===== config.mk =====
export PLATFORM = sky130hd
export DESIGN_NAME = npvc_queue
export DESIGN_NICKNAME = d
export VERILOG_FILES = /design/src/npvc_pkg.sv /design/src/npvc_queue.sv
export SDC_FILE = /design/constraint.sdc
export NUM_CORES = 1
export LEC_CHECK = 0
export BUFFER_PORTS_ARGS = -buffer_cell sky130_fd_sc_hd__buf_2
export CORE_ASPECT_RATIO = 1.1
export CORE_MARGIN = 1.5
export CORE_UTILIZATION = 40
export CTS_CLUSTER_SIZE = 14
export DETAILED_ROUTE_END_ITERATION = 10
export HOLD_SLACK_MARGIN = 0.1
export SLEW_MARGIN = 30
export SYNTH_ARGS = -nofsm -noshare
export SYNTH_HDL_FRONTEND = slang
export SYNTH_SLANG_ARGS = --single-unit

===== constraint.sdc =====
create_clock -name clk -period 3.4 [get_ports clk]
set_input_delay 0.68 -clock clk [delete_from_list [all_inputs] [get_ports clk]]
set_output_delay 0.68 -clock clk [all_outputs]
set_load 0.01 [all_outputs]

===== src/npvc_pkg.sv =====
// package for the nearest point view cone select block
// types, register indexes, cordic angle table; no dependencies
package npvc_pkg;
  localparam int CW = 24;
  localparam int DW = 2 * CW + 1;
  localparam logic [DW-1:0] MAX_DIST_SQ = DW'(64'(9999 * 256) * 64'(9999 * 256));

  typedef enum logic [2:0] {
    REG_OBS_X   = 3'd0,
    REG_OBS_Z   = 3'd1,
    REG_HEADING = 3'd2,
    REG_VISION  = 3'd3,
    REG_CLOSE   = 3'd4,
    REG_HALF    = 3'd5
  } reg_idx_t;

  typedef struct packed {
    logic signed [CW-1:0] obj_x;
    logic signed [CW-1:0] obj_y;
    logic signed [CW-1:0] obj_z;
    logic                 usable;
    logic                 last_object;
  } in_item_t;

  typedef struct packed {
    logic                 found;
    logic signed [CW-1:0] target_x;
    logic signed [CW-1:0] target_y;
    logic signed [CW-1:0] target_z;
  } out_item_t;

  // queue entry between front and back
  typedef enum logic [1:0] {
    CMD_HIT  = 2'd0,
    CMD_MISS = 2'd1,
    CMD_YAW  = 2'd2
  } cmd_t;

  typedef struct packed {
    cmd_t                 cmd;
    logic signed [CW-1:0] x;
    logic signed [CW-1:0] y;
    logic signed [CW-1:0] z;
  } job_t;

  typedef enum logic [1:0] {
    BK_IDLE = 2'd0,
    BK_ROT  = 2'd1,
    BK_OUT  = 2'd2
  } bk_state_t;

  function automatic logic [31:0] atan_turn(input logic [4:0] i);
    logic [31:0] v;
    unique case (i)
      5'd0: v = 32'd536870912;  5'd1: v = 32'd316933406;
      5'd2: v = 32'd167458907;  5'd3: v = 32'd85004756;
      5'd4: v = 32'd42667331;   5'd5: v = 32'd21354465;
      5'd6: v = 32'd10679838;   5'd7: v = 32'd5340245;
      5'd8: v = 32'd2670163;    5'd9: v = 32'd1335087;
      5'd10: v = 32'd667544;    5'd11: v = 32'd333772;
      5'd12: v = 32'd166886;    5'd13: v = 32'd83443;
      5'd14: v = 32'd41722;     5'd15: v = 32'd20861;
      5'd16: v = 32'd10430;     5'd17: v = 32'd5215;
      5'd18: v = 32'd2608;      5'd19: v = 32'd1304;
      5'd20: v = 32'd652;       5'd21: v = 32'd326;
      5'd22: v = 32'd163;       5'd23: v = 32'd81;
      default: v = 32'd0;
    endcase
    return v;
  endfunction
endpackage


===== src/npvc_queue.sv =====
// two-entry queue of jobs between front and back
// depends on npvc_pkg
module npvc_queue (
  input  logic           clk,
  input  logic           rst_n,
  input  logic           wr_valid,
  output logic           wr_ready,
  input  npvc_pkg::job_t wr_data,
  output logic           rd_valid,
  input  logic           rd_ready,
  output npvc_pkg::job_t rd_data
);
  import npvc_pkg::*;
  job_t mem_r [2];
  logic wp_r, rp_r;
  logic [1:0] cnt_r;
  logic wr, rd;
  assign wr_ready = cnt_r != 2'd2;
  assign rd_valid = cnt_r != 2'd0;
  assign rd_data  = mem_r[rp_r];
  assign wr = wr_valid && wr_ready;
  assign rd = rd_valid && rd_ready;
  always_ff @(posedge clk) begin
    if (!rst_n) begin
      wp_r <= 1'b0; rp_r <= 1'b0; cnt_r <= 2'd0;
    end else begin
      if (wr) wp_r <= !wp_r;
      if (rd) rp_r <= !rp_r;
      cnt_r <= cnt_r + 2'(wr) - 2'(rd);
    end
    if (wr) mem_r[wp_r] <= wr_data;
  end
endmodule


==> flow_summary_export.csv <==
group,metric,value,unit
critical_path,critPathKind,"flip-flop to output pin",
finish,multi_input_area,1001,um^2
global_routing,met3_usage,4.886,%
critical_path,crit_arrival,2040,ps
critical_path,slowest_stage,"dfxtp_4",
finish,final_cells,631,
sta,finalHoldViolations,0,
route,ant_nets,0,
cts,clkSlewWorstSetupHoldPaths,60,ps
cts,post_cts_buffers,0,
floorplan,fp.dieW,116.1,um
finish,ff_latch_area,4548,um^2
power,pwr_density_cell,733.3,nW/um^2
power,switching_share,22.97,%
logic_synthesis,syn_nets,339,
logic_synthesis,synth_seq_cells,153,
critical_path,cpPeakStageDelay,770,ps
placement,place_hpwl,6.464,mm
run,max_cap_violations,0,
power,total_power,5.360,mW
sta,setup_viol,0,
finish,nets,509,
worst_hold_path,hold_path_class,"input pin to flip-flop",
global_routing,grt_usage,13.59,%
power,ir_drop,0.4042,mV
floorplan,io_pins,154,
cts,root_buffer,"clkbuf_16",
sta,rsz0062_at_grt,"no",
power,pwr-share-seq,44.7,%
global_routing,grt_start_max_net_pins,47,
route,wl,9.769,mm
route,drt_first_pass_iters,4,
route,wire_per_inst,15.48,um
logic_synthesis,synthDistinctLibCells,26,
global_routing,grt_util_met2,23.11,%
logic_synthesis,yosys_warnings,0,
power,p_int,4.129,mW
critical_path,crit_path_start_kind,"flip-flop",
floorplan,start_util,40.80,%
worst_hold_path,hold_end,"mem_r[1][19]",
logic_synthesis,avgSynthCellArea,21.65,um^2
power,clkPwrFrac,39.7,%
sta,tns,0,ps
critical_path,reg2reg_depth,4,
cts,cts_buffers,17,
worst_hold_path,min_path_cells,1,
logic_synthesis,netlist_area,5628,um^2
route,drtIter0Drc,154,
critical_path,reg2reg_slack,1410,ps
finish,drive_above_1_share,43.79,%
sta,slew_viol_final,0,
floorplan,core,13790,um^2
global_routing,grt_use_met1,15.09,%
sta,fmax,368.2,MHz
placement,portBuffers,153,
worst_hold_path,hp-start,"wr_data[19]",
logic_synthesis,seq_area_frac_synth,80.75,%
global_routing,busiest_layer,"met2",
finish,fillers,1127,
global_routing,grt_antenna_before_repair,0,
sta,fin_crit,2716,ps
power,p_switching,1.231,mW
cts,cts_tree,"built",
power,combPwrFrac,15.6,%
route,drc,0,
route,vias,2888,
placement,gp_congestion,0.6976,
floorplan,die-area,14790,um^2
logic_synthesis,syn-instance-count,260,
power,p_leak,2.760,nW
status,status,"complete, no violations",
sta,worstMarginPinSlew,671.2,ps
cts,clk_latency,410,ps
sta,relSlewSlack,55.20,%
cts,cts_sinks,153,
cts,clockBufferDepth,2,
route,viasPerCell,4.577,
critical_path,worstReg2RegEnd,"mem_r[0][63]",
critical_path,cp-end-kind,"output pin",
cts,cts_resized,0,
critical_path,cp_max_fo,46,
critical_path,worstPathCellList,"buf_4 > mux2_1 > buf_2",
global_routing,grt_pass1_wl,14.59,mm
finish,num_antenna_cells,0,
global_routing,grt_pass1_vias,2968,
floorplan,rows,45,
critical_path,crit_required,2720,ps
sta,finalCritPeriodShare,79.87,%
critical_path,reg2reg_from,"cnt_r[0]",
global_routing,overflow,0,
cts,htree_levels,4,
cts,postCtsHoldBufs,0,
floorplan,die_h,127.4,um
sta,fin_skew,4.672,ps
finish,area_growth,29.88,%
placement,placed_cells,599,
## through the flow
stage / hold WS [ps] / setup slack [ps] / utilization (%) / instance area [um^2]
CTS: 433.8 / 600.8 / 52.99 / 7310
detailed placement: 505.0 / 1049 / 48.05 / 6629
global route: 435.8 / 533.6 / 52.99 / 7310
global placement: 485.7 / 1098 / 48.05 / 6629
floorplan: 472.5 / 499.5 / - / 5628
finish: 456.2 / 684.4 / 52.99 / 7310
## placed cells by master (no fill, tap or decap), types with 2 or more instances in the layout
master      instances
buf_2             153
edfxtp_1          148
mux2_1             74
clkbuf_16          17
bufinv_16           7
nor2_1              4
dfxtp_1             4
buf_4               4
clkinv_2            3
clkinvlp_4          2
clkinv_1            2
buf_12              2
## area by class of cell
cell class	count	share of cell area, %
flip-flops and latches	153	62.22
multi-input cells	97	13.69
repair buffers	159	11.43
clock buffers	18	5.871
clock inverters	14	3.441
well taps	188	3.218
inverters	2	0.1198
## sequential cells by signal (all words and copies together), names as in the netlist, named ones only
register and count:
mem_r 148, cnt_r 2, rp_r 1, wp_r 1
## kinds of logic after synthesis
family | Yosys count | synth area share (%)
flip-flops | 153 | 80.75
multiplexers | 74 | 14.81
AND/OR/NAND/NOR | 15 | 1.734
buffers and inverters | 10 | 1.556
AO/OA/AOI/OAI | 6 | 0.7779
XOR/XNOR | 1 | 0.1557
adder cells (fa/ha/maj) | 1 | 0.2223
## layer usage
layer | wire length [um] | vias up
li1 | - | 1371
met1 | 3908 | 1409
met2 | 5037 | 97
met3 | 672 | 11
met4 | 150 | 0
met5 | 0 | -
## synthesized netlist by cell type
cell,count,area share [%]
edfxtp_1,148,79
a21bo_1,1,0.18
o31a_1,1,0.16
nor2_1,4,0.27
nor4bb_2,1,0.29
and3_1,2,0.22
nor4_1,1,0.11
buf_4,1,0.13
o21ai_0,1,0.089
xor2_1,1,0.16
and2_1,1,0.11
a21oi_1,1,0.089
mux2_1,74,15
or2_2,1,0.11
inv_1,2,0.13
nand3b_1,1,0.13
buf_6,6,1.2
buf_2,1,0.089
o21ba_1,1,0.18
nand2b_1,1,0.11
nand3_1,1,0.089
ha_1,1,0.22
o21ai_1,1,0.089
nor3_2,1,0.18
dfxtp_1,5,1.8
nor2b_1,1,0.11
## power groups by stage
stage                     Sequential (mW)  Combinational, mW  Clock (mW)
after floorplan                      2.37              0.572           0
after global placement               2.44              0.841           0
after detailed placement             2.45              0.850           0
after CTS                            2.41              0.855        2.17
after global routing                 2.43              0.918        2.25
final                                2.40              0.834        2.13
## how the worst max path moves through the flow
stage,cells after the start,startpoint,endpoint
floorplan,1,wr_valid,mem_r[1][0]
global placement,3,flip-flop,rd_data[52]
detailed placement,3,flip-flop,rd_data[34]
CTS,3,flip-flop,rd_data[34]
global route,3,flip-flop,rd_data[34]
finish,3,flip-flop,rd_data[34]
## worst max-delay path, delay by kind of cell (launching register included)
family	cells	cell delay (ps)
buffers and inverters	2	490
multiplexers	1	350
flip-flops	1	770
Power figures use the tool's default switching activity.
